File: src/hw/rtl/mvgc_pkg.sv
// Shared types and constants for the MVCC version GC row filter.
// Holds register indexes, field widths and the configuration bundle; no dependencies.
`default_nettype none

package mvgc_pkg;

    localparam int HANDLE_W    = 64;
    localparam int VERSION_W   = 64;
    localparam int CFG_DATA_W  = 64;
    localparam int CFG_INDEX_W = 3;
    localparam int RCNT_W      = 2;

    // Only two handle ranges have register indexes.
    localparam int MAX_CFG_RANGES = 2;

    // Result queue geometry.
    localparam int Q_DEPTH   = 4;
    localparam int Q_PTR_W   = 2;
    localparam int Q_COUNT_W = 3;

    localparam logic [CFG_INDEX_W-1:0] CFG_GC_SAFE_POINT = 3'd0;
    localparam logic [CFG_INDEX_W-1:0] CFG_FINAL_MODE    = 3'd1;
    localparam logic [CFG_INDEX_W-1:0] CFG_RANGE_COUNT   = 3'd2;
    localparam logic [CFG_INDEX_W-1:0] CFG_RANGE0_BEGIN  = 3'd3;
    localparam logic [CFG_INDEX_W-1:0] CFG_RANGE0_END    = 3'd4;
    localparam logic [CFG_INDEX_W-1:0] CFG_RANGE1_BEGIN  = 3'd5;
    localparam logic [CFG_INDEX_W-1:0] CFG_RANGE1_END    = 3'd6;

    typedef struct packed {
        logic [VERSION_W-1:0] gc_safe_point;
        logic                 final_mode;
        logic [RCNT_W-1:0]    range_count;
    } cfg_t;

endpackage

`default_nettype wire

File: src/hw/rtl/mvgc_cfg_regs.sv
// Configuration register file of the MVCC version GC row filter.
// Depends on mvgc_pkg for register indexes and the cfg_t bundle.
`default_nettype none

module mvgc_cfg_regs
    import mvgc_pkg::*;
#(
    parameter int NUM_RANGES = 2
)
(
    input  wire logic                          clk,
    input  wire logic                          rst_n,
    input  wire logic                          cfg_we,
    input  wire logic [CFG_INDEX_W-1:0]        cfg_index,
    input  wire logic [CFG_DATA_W-1:0]         cfg_wdata,
    output cfg_t                               cfg,
    output logic signed [HANDLE_W-1:0]         range_begin [NUM_RANGES],
    output logic signed [HANDLE_W-1:0]         range_end   [NUM_RANGES]
);

    cfg_t                       cfg_reg;
    logic signed [HANDLE_W-1:0] begin_reg [NUM_RANGES];
    logic signed [HANDLE_W-1:0] end_reg   [NUM_RANGES];

    always_ff @(posedge clk or negedge rst_n)
    begin
        if (!rst_n)
        begin
            cfg_reg <= '0;
        end
        else if (cfg_we)
        begin
            unique case (cfg_index)
                CFG_GC_SAFE_POINT: cfg_reg.gc_safe_point <= cfg_wdata[VERSION_W-1:0];
                CFG_FINAL_MODE:    cfg_reg.final_mode    <= cfg_wdata[0];
                CFG_RANGE_COUNT:   cfg_reg.range_count   <= cfg_wdata[RCNT_W-1:0];
                default:           ;
            endcase
        end
    end

    // Range r has its begin at index RANGE0_BEGIN + 2r and its end just above.
    // Ranges beyond those with register indexes keep their reset value.
    always_ff @(posedge clk or negedge rst_n)
    begin
        if (!rst_n)
        begin
            for (int r = 0; r < NUM_RANGES; r++)
            begin
                begin_reg[r] <= '0;
                end_reg[r]   <= '0;
            end
        end
        else if (cfg_we)
        begin
            for (int r = 0; r < NUM_RANGES; r++)
            begin
                if (r < MAX_CFG_RANGES)
                begin
                    if (int'(cfg_index) == int'(CFG_RANGE0_BEGIN) + 2 * r)
                    begin
                        begin_reg[r] <= cfg_wdata[HANDLE_W-1:0];
                    end
                    if (int'(cfg_index) == int'(CFG_RANGE0_END) + 2 * r)
                    begin
                        end_reg[r] <= cfg_wdata[HANDLE_W-1:0];
                    end
                end
            end
        end
    end

    assign cfg         = cfg_reg;
    assign range_begin = begin_reg;
    assign range_end   = end_reg;

endmodule

`default_nettype wire

File: src/hw/rtl/mvgc_range_chk.sv
// Handle range check: flags a handle outside the highest valid range whose begin it reaches.
// Depends on mvgc_pkg for widths.
`default_nettype none

module mvgc_range_chk
    import mvgc_pkg::*;
#(
    parameter int NUM_RANGES = 2
)
(
    input  wire logic signed [HANDLE_W-1:0] handle,
    input  wire logic [RCNT_W-1:0]          range_count,
    input  wire logic signed [HANDLE_W-1:0] range_begin [NUM_RANGES],
    input  wire logic signed [HANDLE_W-1:0] range_end   [NUM_RANGES],
    output logic                            out_of_range
);

    logic [NUM_RANGES-1:0] above_begin;
    logic [NUM_RANGES-1:0] below_end;
    logic                  found;
    logic                  inside_sel;

    // All compares run in parallel; the highest valid range whose begin lies at
    // or below the handle then decides through its own end compare.
    always_comb
    begin
        for (int i = 0; i < NUM_RANGES; i++)
        begin
            above_begin[i] = (handle >= range_begin[i]) && (i < int'(range_count));
            below_end[i]   = handle < range_end[i];
        end
        found      = 1'b0;
        inside_sel = 1'b0;
        for (int i = 0; i < NUM_RANGES; i++)
        begin
            if (above_begin[i])
            begin
                found      = 1'b1;
                inside_sel = below_end[i];
            end
        end
        out_of_range = !(found && inside_sel);
    end

endmodule

`default_nettype wire

File: src/hw/rtl/mvgc_queue.sv
// Result queue: takes up to two items in a cycle, gives one item a cycle while out_ready holds.
// Depends on mvgc_pkg for its depth and pointer widths.
`default_nettype none

module mvgc_queue
    import mvgc_pkg::*;
#(
    parameter int WIDTH = 162
)
(
    input  wire logic             clk,
    input  wire logic             rst_n,
    input  wire logic [1:0]       push_cnt,
    input  wire logic [WIDTH-1:0] push_data0,
    input  wire logic [WIDTH-1:0] push_data1,
    output logic                  space,
    output logic                  out_valid,
    input  wire logic             out_ready,
    output logic [WIDTH-1:0]      out_data
);

    logic [WIDTH-1:0]     mem_reg [Q_DEPTH];
    logic [Q_PTR_W-1:0]   wr_ptr_reg;
    logic [Q_PTR_W-1:0]   wr_ptr_next;
    logic [Q_PTR_W-1:0]   wr_ptr_plus1;
    logic [Q_PTR_W-1:0]   rd_ptr_reg;
    logic [Q_PTR_W-1:0]   rd_ptr_next;
    logic [Q_COUNT_W-1:0] count_reg;
    logic [Q_COUNT_W-1:0] count_next;
    logic                 pop;

    assign pop          = out_valid && out_ready;
    assign wr_ptr_plus1 = wr_ptr_reg + 1'b1;
    // Room for the largest burst an item can cause.
    assign space        = count_reg <= Q_COUNT_W'(Q_DEPTH - 2);
    assign out_valid    = count_reg != '0;
    assign out_data     = mem_reg[rd_ptr_reg];

    always_comb
    begin
        wr_ptr_next = wr_ptr_reg + push_cnt;
        rd_ptr_next = rd_ptr_reg + Q_PTR_W'(pop);
        count_next  = count_reg + {1'b0, push_cnt} - Q_COUNT_W'(pop);
    end

    always_ff @(posedge clk or negedge rst_n)
    begin
        if (!rst_n)
        begin
            wr_ptr_reg <= '0;
            rd_ptr_reg <= '0;
            count_reg  <= '0;
        end
        else
        begin
            wr_ptr_reg <= wr_ptr_next;
            rd_ptr_reg <= rd_ptr_next;
            count_reg  <= count_next;
        end
    end

    always_ff @(posedge clk)
    begin
        if (push_cnt != 2'd0)
        begin
            mem_reg[wr_ptr_reg] <= push_data0;
        end
        if (push_cnt == 2'd2)
        begin
            mem_reg[wr_ptr_plus1] <= push_data1;
        end
    end

endmodule

`default_nettype wire

File: src/hw/rtl/mvcc_version_gc_row_filter.sv
// An accepted item is held in the input register and decided there when the queue has space;
// its results enter the queue and are offered on the master side at once if it was empty.
// Throughput: one item per cycle while results are taken; the master side gives
// one result per cycle, so items that cause two results are limited by that port.
// Reset: asynchronous, active low; clears the held and input valid flags, the queue
// pointers and the configuration registers; row data is ignored until it is loaded.
`default_nettype none

module mvcc_version_gc_row_filter
    import mvgc_pkg::*;
#(
    parameter  int NUM_RANGES = 2,
    parameter  int TAG_BITS   = 32,
    localparam int ROW_BITS   = HANDLE_W + VERSION_W + 1 + TAG_BITS,
    localparam int DATA_W     = ((ROW_BITS + 7) / 8) * 8
)
(
    input  wire logic                   clk,
    input  wire logic                   rst_n,
    input  wire logic                   cfg_we,
    input  wire logic [CFG_INDEX_W-1:0] cfg_index,
    input  wire logic [CFG_DATA_W-1:0]  cfg_wdata,
    input  wire logic                   s_axis_tvalid,
    output logic                        s_axis_tready,
    // row_handle, row_version, row_deleted, row_tag (lowest bit first)
    input  wire logic [DATA_W-1:0]      s_axis_tdata,
    // stream_end
    input  wire logic                   s_axis_tlast,
    output logic                        m_axis_tvalid,
    input  wire logic                   m_axis_tready,
    // out_handle, out_version, out_deleted, out_tag (lowest bit first)
    output logic [DATA_W-1:0]           m_axis_tdata,
    // run_last
    output logic                        m_axis_tlast
);

    localparam int VER_LO  = HANDLE_W;
    localparam int DEL_BIT = HANDLE_W + VERSION_W;
    localparam int TAG_LO  = DEL_BIT + 1;
    localparam int ENTRY_W = ROW_BITS + 1;

    cfg_t                       cfg;
    logic signed [HANDLE_W-1:0] range_begin [NUM_RANGES];
    logic signed [HANDLE_W-1:0] range_end   [NUM_RANGES];

    // Input register
    logic                       in_valid_reg;
    logic signed [HANDLE_W-1:0] in_handle_reg;
    logic [VERSION_W-1:0]       in_version_reg;
    logic                       in_deleted_reg;
    logic [TAG_BITS-1:0]        in_tag_reg;
    logic                       in_last_reg;

    // Held (selected) row
    logic                       held_valid_reg;
    logic signed [HANDLE_W-1:0] held_handle_reg;
    logic [VERSION_W-1:0]       held_version_reg;
    logic                       held_deleted_reg;
    logic [TAG_BITS-1:0]        held_tag_reg;

    logic                       oor_held;
    logic                       oor_in;
    logic                       q_space;
    logic                       advance;
    logic                       load;
    logic                       same_key;
    logic                       keep_held_row;
    logic                       held_below_gc;
    logic                       final_drop_held;
    logic                       final_drop_in;
    logic                       keep_old;
    logic                       emit_old;
    logic                       emit_flush;
    logic [TAG_BITS-1:0]        flush_tag;
    logic [ENTRY_W-1:0]         old_entry;
    logic [ENTRY_W-1:0]         flush_entry;
    logic [ENTRY_W-1:0]         push_data0;
    logic [ENTRY_W-1:0]         push_data1;
    logic [1:0]                 push_cnt;
    logic [ENTRY_W-1:0]         q_data;

    mvgc_cfg_regs #(
        .NUM_RANGES (NUM_RANGES)
    ) u_cfg (
        .clk         (clk),
        .rst_n       (rst_n),
        .cfg_we      (cfg_we),
        .cfg_index   (cfg_index),
        .cfg_wdata   (cfg_wdata),
        .cfg         (cfg),
        .range_begin (range_begin),
        .range_end   (range_end)
    );

    mvgc_range_chk #(
        .NUM_RANGES (NUM_RANGES)
    ) u_range_held (
        .handle       (held_handle_reg),
        .range_count  (cfg.range_count),
        .range_begin  (range_begin),
        .range_end    (range_end),
        .out_of_range (oor_held)
    );

    mvgc_range_chk #(
        .NUM_RANGES (NUM_RANGES)
    ) u_range_in (
        .handle       (in_handle_reg),
        .range_count  (cfg.range_count),
        .range_begin  (range_begin),
        .range_end    (range_end),
        .out_of_range (oor_in)
    );

    assign advance       = in_valid_reg && q_space;
    assign s_axis_tready = !in_valid_reg || advance;
    assign load          = s_axis_tvalid && s_axis_tready;

    always_ff @(posedge clk or negedge rst_n)
    begin
        if (!rst_n)
        begin
            in_valid_reg <= 1'b0;
        end
        else if (s_axis_tready)
        begin
            in_valid_reg <= s_axis_tvalid;
        end
    end

    always_ff @(posedge clk)
    begin
        if (load)
        begin
            in_handle_reg  <= s_axis_tdata[VER_LO-1:0];
            in_version_reg <= s_axis_tdata[DEL_BIT-1:VER_LO];
            in_deleted_reg <= s_axis_tdata[DEL_BIT];
            in_tag_reg     <= s_axis_tdata[TAG_LO +: TAG_BITS];
            in_last_reg    <= s_axis_tlast;
        end
    end

    // After the merge step the held row always carries the incoming key and
    // mark, so the flush decision works on the incoming fields; only the tag
    // stays the held one when an exact duplicate is dropped.
    always_comb
    begin
        same_key        = held_valid_reg && (held_handle_reg == in_handle_reg)
                          && (held_version_reg == in_version_reg);
        keep_held_row   = same_key && (held_deleted_reg == in_deleted_reg);
        held_below_gc   = held_version_reg < cfg.gc_safe_point;
        final_drop_held = cfg.final_mode && held_deleted_reg && held_below_gc;
        final_drop_in   = cfg.final_mode && in_deleted_reg
                          && (in_version_reg < cfg.gc_safe_point);
        if (held_handle_reg != in_handle_reg)
        begin
            keep_old = !oor_held && !final_drop_held;
        end
        else
        begin
            keep_old = !oor_held
                       && !(held_below_gc && (in_version_reg <= cfg.gc_safe_point));
        end
        emit_old   = held_valid_reg && !same_key && keep_old;
        emit_flush = in_last_reg && !oor_in && !final_drop_in;
        flush_tag  = keep_held_row ? held_tag_reg : in_tag_reg;

        old_entry   = {!emit_flush, held_tag_reg, held_deleted_reg,
                       held_version_reg, held_handle_reg};
        flush_entry = {1'b1, flush_tag, in_deleted_reg, in_version_reg, in_handle_reg};
        push_data0  = emit_old ? old_entry : flush_entry;
        push_data1  = flush_entry;
        if (advance)
        begin
            push_cnt = {1'b0, emit_old} + {1'b0, emit_flush};
        end
        else
        begin
            push_cnt = 2'd0;
        end
    end

    always_ff @(posedge clk or negedge rst_n)
    begin
        if (!rst_n)
        begin
            held_valid_reg <= 1'b0;
        end
        else if (advance)
        begin
            held_valid_reg <= !in_last_reg;
        end
    end

    always_ff @(posedge clk)
    begin
        if (advance && !keep_held_row)
        begin
            held_handle_reg  <= in_handle_reg;
            held_version_reg <= in_version_reg;
            held_deleted_reg <= in_deleted_reg;
            held_tag_reg     <= in_tag_reg;
        end
    end

    mvgc_queue #(
        .WIDTH (ENTRY_W)
    ) u_queue (
        .clk        (clk),
        .rst_n      (rst_n),
        .push_cnt   (push_cnt),
        .push_data0 (push_data0),
        .push_data1 (push_data1),
        .space      (q_space),
        .out_valid  (m_axis_tvalid),
        .out_ready  (m_axis_tready),
        .out_data   (q_data)
    );

    assign m_axis_tdata = DATA_W'(q_data[ROW_BITS-1:0]);
    assign m_axis_tlast = q_data[ENTRY_W-1];

endmodule

`default_nettype wire

File: config.mk
export PLATFORM = sky130hd
export DESIGN_NAME = mvcc_version_gc_row_filter
export DESIGN_NICKNAME = d
export VERILOG_FILES = /design/src/hw/rtl/mvgc_pkg.sv /design/src/hw/rtl/mvgc_cfg_regs.sv /design/src/hw/rtl/mvgc_range_chk.sv /design/src/hw/rtl/mvgc_queue.sv /design/src/hw/rtl/mvcc_version_gc_row_filter.sv
export SDC_FILE = /design/constraint.sdc
export NUM_CORES = 2
export LEC_CHECK = 0
export BUFFER_PORTS_ARGS = -buffer_cell sky130_fd_sc_hd__buf_2
export CORE_MARGIN = 2
export CORE_UTILIZATION = 42
export CTS_BUF_LIST = sky130_fd_sc_hd__clkbuf_8 sky130_fd_sc_hd__clkbuf_16
export DETAILED_ROUTE_END_ITERATION = 8
export GPL_ROUTABILITY_DRIVEN = 0
export GPL_TIMING_DRIVEN = 1
export PLACE_DENSITY = 0.55
export SYNTH_ARGS = -nofsm -noshare
export SYNTH_HDL_FRONTEND = slang
export SYNTH_SLANG_ARGS = --single-unit
File: constraint.sdc
create_clock -name clk -period 15.2 [get_ports clk]
set_input_delay 2.28 -clock clk [delete_from_list [all_inputs] [get_ports clk]]
set_output_delay 2.28 -clock clk [all_outputs]
set_load 0.02 [all_outputs]
Yosys cells after proc, flatten, opt, wreduce, memory -nomap -nowiden

Memory sizes are Yosys's and may differ from the RTL's.
Index checks and enable logic that the tools add are counted.

Register bits: 655
Logic and storage cells: 112
Memory bits (writable): 648
Memories kept: 1
Bits in read-only memories: 0
Input port bits: 241
Latch bits: 0
Output and inout port bits: 171

Memories:

| name            | depth | width | read ports | clocked after memory_dff | write ports | line             | text |
|---|---|---|---|---|---|---|---|
| u_queue.mem_reg | 4     | 162   | 1          | 0                        | 2           | mvgc_queue.sv:22 | `logic [WIDTH-1:0] mem_reg [Q_DEPTH];` |

Equality and inequality tests: 11
Bitwise logic cells: 0
Divide/modulo/power cells: 0
Shift-type cells: 0
$lt $le $gt $ge: 14
Multiply operators: 0
Reductions and logical operators: 43
Muxes and demuxes: 16
$add $sub $neg: 6

Operators with widths:

| operator            | count |
|---|---|
| $lt 64x64->1        | 6 |
| $ge 64x64->1        | 4 |
| $mux 162            | 1 |
| $eq 64x64->1        | 2 |
| $le 64x64->1        | 1 |
| $ne 64x64->1        | 1 |
| $mux 32             | 1 |
| $logic_and 1x1->1   | 24 |
| $reduce_and 2->1    | 7 |
| $mux 1              | 13 |
| $eq 3x3->1 const B  | 3 |
| $logic_not 1->1     | 8 |
| $eq 3x2->1 const B  | 2 |
| $lt 1x2->1 const A  | 2 |
| $add 3x2->3         | 1 |
| $eq 3x1->1 const B  | 1 |
| $le 3x2->1 const B  | 1 |
| $logic_not 3->1     | 1 |
| $reduce_bool 3->1   | 1 |
| $sub 3x1->3         | 1 |
| $add 1x1->2         | 1 |
| $add 2x1->2         | 1 |
| $add 2x1->2 const B | 1 |
| $add 2x2->2         | 1 |
| 5 further kinds     | 5 |

Longest topological paths before layout

Depth in word-level cells: 13
Mapped depth: 23
Mapped depth without buffers: 19

By module

From an unflattened synthesis, not the netlist that was laid out.

Cell total of the unflattened synthesis: 5271
Area total of the unflattened synthesis: 74184.9 µm²

By module, submodules not included:

| module                     | cells each | area each (µm²) | instances | seq. area each (µm²) |
|---|---|---|---|---|
| mvgc_queue                 | 1607       | 32144.6         | 1         | 19633.8 |
| mvcc_version_gc_row_filter | 1152       | 16643.5         | 1         | 9749.4 |
| mvgc_range_chk             | 912        | 6483.7          | 2         | 0.0 |
| mvgc_cfg_regs              | 688        | 12429.4         | 1         | 8082.8 |

Worst setup path after synthesis

OpenSTA, ideal clock, no wires.

Kind: register to register
Start: reg in_handle_reg[63]
End: mem u_queue.mem_reg[1][161]
Buffers on the path: 1
Stages on the path, launching flop included: 18
Slack: 3.811 ns
Arrival time: 11.302 ns
Required time: 15.113 ns
Setup time: 0.087 ns
Clock period less this slack: 11.389 ns
Path through: edfxtp_1 > ha_1 > and3_1 > nand4_1 > or4_1 > or3_1 > or4_1 > a31oi_1 > or3_1 > a21boi_0 > o211ai_1 > a21boi_0 > ha_1 > clkbuf_1 > mux2_2 > nand2_1 > nor2_1 > o22a_1

RTL lines:

| what                   | line                              | text |
|---|---|---|
| start, declared        | mvcc_version_gc_row_filter.sv:48  | `logic signed [HANDLE_W-1:0] in_handle_reg;` |
| start signal, assigned | mvcc_version_gc_row_filter.sv:135 | `in_handle_reg <= s_axis_tdata[VER_LO-1:0];` |
| end, declared          | mvgc_queue.sv:22                  |  |

==> results_dict.tcl <==
set metrics [dict create \
    clockRootBuffer "clkbuf_16" \
    post_drt_wl_per_cell_um 28.48 \
    synthFlopType "edfxtp_1" \
    avgSynthCellArea_sq_um 13.46 \
    critPathArrivalTime_ps 9850 \
    crit_chain "ha_1 > and3_1 > nand4_1 > or4_1 > or3_1 > or4_1 > a31oi_1 > o21bai_1 > a21boi_0 > o211ai_1 > a21boi_0 > ha_1 > o21ai_0 > o211a_4 > o31a_2 > buf_4 > buf_4 > a22o_1" \
    vdd_drop_max_mv 0.1923 \
    relSlewSlack 0.2038 \
    maxCapViolations 0 \
    finalNonFillerCells 7791 \
    cts_tree "built" \
    p_per_area_nw_per_um2 181.1 \
    grtUsageTotal 0.2628 \
    synth_seq_cells 1303 \
    core_area_sq_um 162400 \
    dpl_cell_area_sq_um 72820 \
    start_kind "flop" \
    drt_pre_antenna_iters 7 \
    drive_above_1_share 0.1934 \
    vias_per_cell 5.950 \
    slowest_delay_ps 980 \
    wl_mm 221.9 \
    rrSetupSlack_ps 5990 \
    cts_buffers 151 \
    cts.repair.resized 0 \
    synth.distinct_cells 77 \
    slowest_stage "o31a_2" \
    worstSetupPathType "flop to flop" \
    setup-violations-final 0 \
    ys_top_cells_by_area "edfxtp_1, dfrtp_1, ha_1" \
    synth_commonest_cells "edfxtp_1, a22o_1, ha_1, inv_1, dfrtp_1" \
    synth_area_leader_cell "edfxtp_1" \
    hold_path_depth 0 \
    cts.sinks 1303 \
    fin_area_sq_um 77830 \
    drc_errors 0 \
    io_buffers 397 \
    grt_pass1_vias 45801 \
    crit_buf_inv 2 \
    max_freq_ghz 0.1086 \
    clk_pin_slew_ps 60 \
    final.period_utilization 0.6057 \
    grt_pass1_wl_mm 321.6 \
    fin_crit_ps 9207 \
    cp.required_ps 15850 \
    htreeDepth 4 \
    cpLargestDelayFamily "compound AO/OA/AOI/OAI gates" \
    core.rowCount 148 \
    path_max_fanout 53 \
    hp-start "in_tag_reg[5]" \
    grt_max_degree 147 \
    reg2reg_depth 18 \
    cts_setup_buffers 0 \
    async_flop_share 0.2548 \
    ys_warn_count 0 \
    syn2layout_area_growth_pct 13.69 \
    nFillCells 14387 \
    finalHoldViolCount 0 \
    p_leak_nw 31.56 \
    insertion_delay_ps 780 \
    setup_tns_ps 0 \
    pin_count 412 \
    cts_hold_buffers 0 \
    yosysMostFrequentCell "edfxtp_1" \
    worstMarginPinSlew_ps 1178 \
    crit_start "in_handle_reg[63]" \
    placed_cells 7496 \
    die_h_um 407.7 \
    ys_seq_area_frac 0.5467 \
    cts_buffer_depth 3 \
    power_mw 14.10 \
    nNetsFinal 6357 \
    reg2reg_from "in_handle_reg[63]" \
    status "completed" \
    final_antenna_net_count 0 \
    netlist_instances 5088 \
    die_area_sq_um 166200 \
    overflow 0 \
    drtIter0Drc 4434 \
    endpoint_kind "flop" \
    synth_top_area_frac 0.4242 \
    dp_hpwl_mm 150.8 \
    synth_area_sq_um 68460 \
    antenna_found_initial 32 \
    vias 46353 \
    slew_violations 0 \
    hold_path.class "flop to flop" \
    die_w_um 407.7 \
    start_util 0.4215 \
    min_to "held_tag_reg[5]" \
    hold_ws_ps 454.2 \
    fin_skew_ps 19.07 \
    synth_edf_count 967 \
    largest_register_ffs 648 \
    rsz0062_at_grt "no" \
    r2r-end "u_queue.mem_reg[2][53]" \
]
[cell usage in the layout, fill, tap and decap left out, drive strengths merged, types with 7 or more instances in the layout]
master,netlist,final
clkinvlp,0,12
nand2b,16,16
diode,0,12
a21o,75,75
a31oi,10,10
nor2,75,75
xor2,23,23
o21ai,230,230
and3,9,9
nand3,56,56
a221oi,17,17
nand2,253,253
nor3,28,28
nand4,132,132
and4,12,12
o22ai,11,11
or3,9,9
a21oi,199,199
xnor2,101,101
clkinv,0,55
nor4,35,35
bufinv,0,14
buf,114,466
mux4,162,162
clkbuf,125,157
dfrtp,332,332
conb,1,7
edfxtp,967,967
o211ai,27,27
nor2b,17,17
inv,390,435
a211oi,20,20
mux2i,32,32
ha,641,641
a2111oi,10,10
mux2,198,198
a22o,647,647
[logic make-up (layout without fill, tap and decap cells)]
kind of cell	Yosys count	count (layout)	synth area share
compound gates	1329	1329	0.1439
flops	1303	1303	0.5467
simple gates	668	668	0.04929
fa+ha+maj	642	642	0.1174
buf+inv	629	1139	0.03624
mux	392	392	0.09054
xor+xnor	124	124	0.01586
other cells	1	19	0.00005478
[layout make-up]
class	count	area (sq um)	area share
inverter	390	1464	0.01881
clock inverter	126	1109	0.01424
antenna	12	30.03	0.0003858
clock buffer	157	3872	0.04975
tap	2175	2721	0.03496
timing repair buffer	466	2552	0.03279
multi-input combinational	3162	28650	0.3681
sequential	1303	37430	0.4809
[per-layer routing]
metal  track usage  wire length (um)  up-vias
met5             0               142        -
met4       0.09087              7638       24
met3       0.04636             15260      365
met2        0.4229            104400     1698
met1        0.3585             94420    23518
li1              -                 -    20748
[per-stage QoR]
step / setup slack [ps] / utilization
floorplan: 3811 / -
finish: 5993 / 0.4793
global route: 5951 / 0.4792
global placement: 6217 / 0.4484
CTS: 6105 / 0.4791
detailed placement: 6118 / 0.4484
[worst max path at each step]
stage	end	slack, ps	cells after the start
final	u_queue.mem_reg[2][53]	5990	18
after global routing	u_queue.mem_reg[2][115]	5950	18
after CTS	u_queue.mem_reg[2][54]	6110	18
after detailed placement	u_queue.mem_reg[2][54]	6120	18
after global placement	u_queue.mem_reg[2][53]	6220	18
after floorplan	u_queue.mem_reg[1][161]	3810	17
[where the power goes]
group          internal [mW]  switching, mW  total, mW
Combinational           1.88           2.99       4.87
Sequential              4.68          0.867       5.54
Clock                   2.10           1.57       3.68
(Power assumes the default switching activity.)
